**config.mk**
```make
export PLATFORM = sky130hd
export DESIGN_NAME = mfa_front
export DESIGN_NICKNAME = d
export VERILOG_FILES = /design/src/hdl/mfa_pkg.sv /design/src/hdl/mfa_front.sv
export SDC_FILE = /design/constraint.sdc
export NUM_CORES = 1
export LEC_CHECK = 0
export BUFFER_PORTS_ARGS = -buffer_cell sky130_fd_sc_hd__buf_4
export CAP_MARGIN = 20
export CORE_MARGIN = 10
export CORE_UTILIZATION = 30
export DETAILED_ROUTE_END_ITERATION = 16
export PLACE_DENSITY = 0.55
export SYNTH_ARGS = -nofsm -noshare
export SYNTH_HDL_FRONTEND = slang
export SYNTH_SLANG_ARGS = --single-unit
```
**constraint.sdc**
```tcl
create_clock -name clk -period 3.4 [get_ports clk]
set_input_delay 0.68 -clock clk [delete_from_list [all_inputs] [get_ports clk]]
set_output_delay 0.68 -clock clk [all_outputs]
set_load 0.005 [all_outputs]
```
**src/hdl/mfa_pkg.sv**
```systemverilog
// Shared types, constants and small lookup functions for the face area block.
// Used by mfa_front, mfa_back and mesh_face_area; depends on nothing.
`default_nettype none
package mfa_pkg;

  localparam int AREA_W        = 48;
  localparam int VIDX_W        = 3;
  localparam int INV_SQRT3_Q16 = 37837;
  localparam int TRI_SHIFT     = 1;
  localparam int QUAD_SHIFT    = 20;

  // area rule picked from the node count
  typedef enum logic [1:0] {
    MODE_NONE,
    MODE_TRI,
    MODE_HEX,
    MODE_QUAD
  } mode_t;

  typedef struct packed {
    logic  last;
    mode_t mode;
  } tag_t;

  typedef enum logic [2:0] {
    ST_IDLE,
    ST_LOAD,
    ST_CROSS,
    ST_SCALE,
    ST_SQUARE,
    ST_ROOT,
    ST_DONE
  } state_t;

  typedef enum logic [1:0] {
    SG_ZERO,
    SG_ADD,
    SG_SUB
  } sign_t;

  typedef struct packed {
    sign_t a;
    sign_t b;
    sign_t c;
  } ld_sign_t;

  function automatic mode_t classify(input logic [3:0] nodes);
    mode_t m;
    case (nodes)
      4'd3, 4'd7: m = MODE_TRI;
      4'd6:       m = MODE_HEX;
      4'd4:       m = MODE_QUAD;
      default:    m = MODE_NONE;
    endcase
    return m;
  endfunction

  // vertex read for load step k of sub-triangle t
  function automatic logic [VIDX_W-1:0] ld_addr(input mode_t m, input logic [1:0] t,
                                                input logic [1:0] k);
    logic [VIDX_W-1:0] a;
    a = VIDX_W'(k);
    if (m == MODE_HEX) begin
      case ({t, k})
        4'b00_00: a = 3'd0;
        4'b00_01: a = 3'd3;
        4'b00_10: a = 3'd5;
        4'b01_00: a = 3'd3;
        4'b01_01: a = 3'd1;
        4'b01_10: a = 3'd4;
        4'b10_00: a = 3'd2;
        4'b10_01: a = 3'd5;
        4'b10_10: a = 3'd4;
        4'b11_00: a = 3'd3;
        4'b11_01: a = 3'd4;
        4'b11_10: a = 3'd5;
        default:  a = 3'd0;
      endcase
    end
    return a;
  endfunction

  // how load step k folds into the operand vectors
  function automatic ld_sign_t ld_sign(input mode_t m, input logic [1:0] k);
    ld_sign_t s;
    s = '{a: SG_ZERO, b: SG_ZERO, c: SG_ZERO};
    if (m == MODE_QUAD) begin
      case (k)
        2'd0:    s = '{a: SG_SUB, b: SG_SUB, c: SG_ADD};
        2'd1:    s = '{a: SG_ADD, b: SG_SUB, c: SG_SUB};
        2'd2:    s = '{a: SG_ADD, b: SG_ADD, c: SG_ADD};
        default: s = '{a: SG_SUB, b: SG_ADD, c: SG_SUB};
      endcase
    end else begin
      case (k)
        2'd0:    s = '{a: SG_SUB, b: SG_SUB, c: SG_ZERO};
        2'd1:    s = '{a: SG_ADD, b: SG_ZERO, c: SG_ZERO};
        2'd2:    s = '{a: SG_ZERO, b: SG_ADD, c: SG_ZERO};
        default: s = '{a: SG_ZERO, b: SG_ZERO, c: SG_ZERO};
      endcase
    end
    return s;
  endfunction

endpackage
`default_nettype wire

```
**src/hdl/mfa_front.sv**
```systemverilog
// Front end: accepts vertex words, classifies the node count, queues items.
// Depends on mfa_pkg.
`default_nettype none
module mfa_front #(
  parameter int C = 24
) (
  input  wire logic            clk,
  input  wire logic            rst_n,
  input  wire logic            in_vld,
  output logic                 in_rdy,
  input  wire logic [3*C-1:0]  in_xyz,
  input  wire logic [3:0]      in_nodes,
  input  wire logic            in_last,
  output logic                 q_vld,
  input  wire logic            q_pop,
  output logic [3*C-1:0]       q_xyz,
  output mfa_pkg::tag_t        q_tag
);

  logic [3*C-1:0] xyz_r [2];
  mfa_pkg::tag_t  tag_r [2];
  logic           wr_ptr_r, rd_ptr_r;
  logic [1:0]     cnt_r;
  logic           push;

  assign in_rdy = (cnt_r != 2'd2);
  assign push   = in_vld && in_rdy;
  assign q_vld  = (cnt_r != 2'd0);
  assign q_xyz  = xyz_r[rd_ptr_r];
  assign q_tag  = tag_r[rd_ptr_r];

  // store incoming word with its rule
  always_ff @(posedge clk) begin
    if (push) begin
      xyz_r[wr_ptr_r] <= in_xyz;
      tag_r[wr_ptr_r] <= '{last: in_last, mode: mfa_pkg::classify(in_nodes)};
    end
  end

  // advance pointers and fill count
  always_ff @(posedge clk) begin
    if (!rst_n) begin
      wr_ptr_r <= 1'b0;
      rd_ptr_r <= 1'b0;
      cnt_r    <= 2'd0;
    end else begin
      if (push) wr_ptr_r <= ~wr_ptr_r;
      if (q_pop && q_vld) rd_ptr_r <= ~rd_ptr_r;
      cnt_r <= cnt_r + 2'(push) - 2'(q_pop && q_vld);
    end
  end

`ifndef SYNTHESIS
  a_no_overflow: assert property (@(posedge clk) disable iff (!rst_n)
    cnt_r != 2'd3) else $error("queue count out of range");
  a_pop_nonempty: assert property (@(posedge clk) disable iff (!rst_n)
    q_pop |-> q_vld) else $error("pop from empty queue");
  a_full_stall: assert property (@(posedge clk) disable iff (!rst_n)
    (cnt_r == 2'd2) |-> !in_rdy) else $error("accept while full");
`endif

endmodule
`default_nettype wire

```
==> qor.yml <==
outcome: "complete, no violations"
cts_root_buf: "clkbuf_16"
grt_usage_pct: 9.74
wl_um: 12600
tns_ps: 0
cts-buffers-inserted: 17
utilization_pct: 41.1
worst_pin_slew_ps: 613
cts.repair.resized: 0
period_minus_slack_ps: 2730
wl_met2_um: 6330
cts_hold_buf: 0
cp.required_ps: 2720
seq_area_frac_synth_pct: 78.0
power.leakage_nw: 3.03
yosysTopAreaCellShare_pct: 76.3
cap_violations: 0
postCtsSetupBuffers: 0
grt_setup_unrepaired: "false"
dp_hpwl_um: 8740
firstDrtPassIters: 4
netlist_area_um2: 5900
syn_to_final_growth_pct: 35.1
highest_layer: "met4"
start_util_pct: 30.4
cts_htree_levels: 4
fin_skew_ps: 9.92
ff2ff_setup_slack_ps: 1510
gp_congestion: 0.723
antenna_found_initial: 0
peakVddDrop_v: 0.000327
route.detailed.drc: 0
multiInputGateArea_um2: 1220
setup_violations: 0
powerDensity_nw_per_um2: 668
die_w_um: 160
grt_pass1_vias: 3380
final_antenna_net_count: 0
synth_warnings: 0
min_path_type: "input port to register"
layout_common_cells: "160 x buf_4, 150 x edfxtp_1, 50 x mux2_4"
num_antenna_cells: 0
first_iter_violations: 97
syn_inst: 267
core-area_um2: 19400
finalHoldViolCount: 0
nets: 522
syn_nets: 349
grt_first_pass_wirelength_um: 19100
final_common_cell: "buf_4"
wl_per_cell_um: 17.6
port_buffers: 157
dr_total_vias: 2982
synth-seq-cells: 155
cts_buffer_depth: 2
fillCellCount: 1807
drive_gt1_share_pct: 54.1
worst_setup_path_start_kind: "register"
drt-met1-wl_um: 5420
slew_violations: 0
fin_crit_sh_pct: 80.4
syn_area_per_cell_um2: 22.1
cp_max_fo: 31
grt_max_degree: 43
die_h_um: 160
cp.arrival_ps: 2050
clk_pin_slew_ps: 60
viasPerCell: 4.15
yosys.area.top_type: "edfxtp_1"
path_class: "register to output port"
rows: 51
io_pins: 158
design.die.area_um2: 25700
slew_headroom_pct: 59.1
end_kind: "output port"
fmax_mhz: 366
synth.area.top_cells: "edfxtp_1 76%, mux2_4 13%, mux2_1 4.8%"
wl_met3_um: 763
cts_tree: "yes"
worst_hold_slack_ps: 457
register_area_um2: 4610
clock-sinks: 155
grt_overflow_total: 0
yosysUniqueCellTypes: 28
clk_latency_ps: 410
## metal layers
layer | up-vias | global-route usage (%)
met4 | 0 | 2.88
li1 | 1401 | -
met1 | 1481 | 11.3
met5 | - | 0
met3 | 6 | 4.35
met2 | 94 | 15.9
## area by class of cell
type | instances | share of cell area [%]
clock buffer | 21 | 5.52
clock inverter | 11 | 1.52
inverter | 2 | 0.110
multi-input combinational | 102 | 15.3
sequential | 155 | 57.8
tap | 265 | 4.16
timing repair buffer | 162 | 15.6
## power by group
| part | switching (mW) | internal [mW] |
|---|---|---|
| Sequential | 0.105 | 2.32 |
| Combinational | 0.433 | 0.672 |
| Clock | 0.715 | 1.08 |
| Total | 1.25 | 4.07 |
## path summary, 6_finish.rpt
path,startpoint,end,depth (start not counted)
hold / removal,in_xyz[35],xyz_r[0][35],1
hold reg to reg,rd_ptr_r,rd_ptr_r,2
setup reg to reg,cnt_r[0],xyz_r[1][6],3
setup / recovery,register,q_xyz[13],3
## critical path, stage by stage (launching register included)
cell and delay [ps]:
dfxtp_4 710, buf_4 420, mux2_1 370, buf_4 140
## Yosys cell counts (all sizes together)
library cell / number
nor2: 5
edfxtp: 150
ha: 1
buf: 8
a21oi: 2
nor3: 1
o21ai: 2
xor2: 1
nor4: 1
o31a: 1
and3: 2
and2: 1
mux2: 75
nor3b: 2
a21bo: 1
nor2b: 1
nand2b: 1
dfxtp: 5
or2: 1
inv: 2
nor4bb: 1
o21ba: 1
nand3b: 1
nand3: 1
## through the flow
stage          area [µm²]  worst slack (ps)  std cells  total power [mW]
6_report             7980               667        718              5.33
5_1_grt              7980               496        718              5.60
4_1_cts              7980               561        718              5.44
3_5_place_dp         7410              1030        686              3.61
3_3_place_gp         7410              1040        686              3.60
2_1_floorplan        5900               476        267              3.05
## flip-flops by register name, summed over array words and instances (netlist names), named ones only
signal and flops:
wr_ptr_r 1, cnt_r 2, xyz_r 144, rd_ptr_r 1, tag_r 6
## kinds of logic (layout without fill, tap and decap cells)
| kind of cell | after synthesis | in the layout | share of synthesized area, % |
|---|---|---|---|
| AOI/OAI and AO/OA | 7 | 7 | 0.826 |
| and+or+nand+nor | 18 | 18 | 1.97 |
| DFF | 155 | 155 | 78.0 |
| buffers and inverters | 10 | 196 | 1.38 |
| xor gates and xnor gates | 1 | 1 | 0.148 |
| adders and majority gates | 1 | 1 | 0.212 |
| muxes | 75 | 75 | 17.5 |
Power figures use the tool's default switching activity.
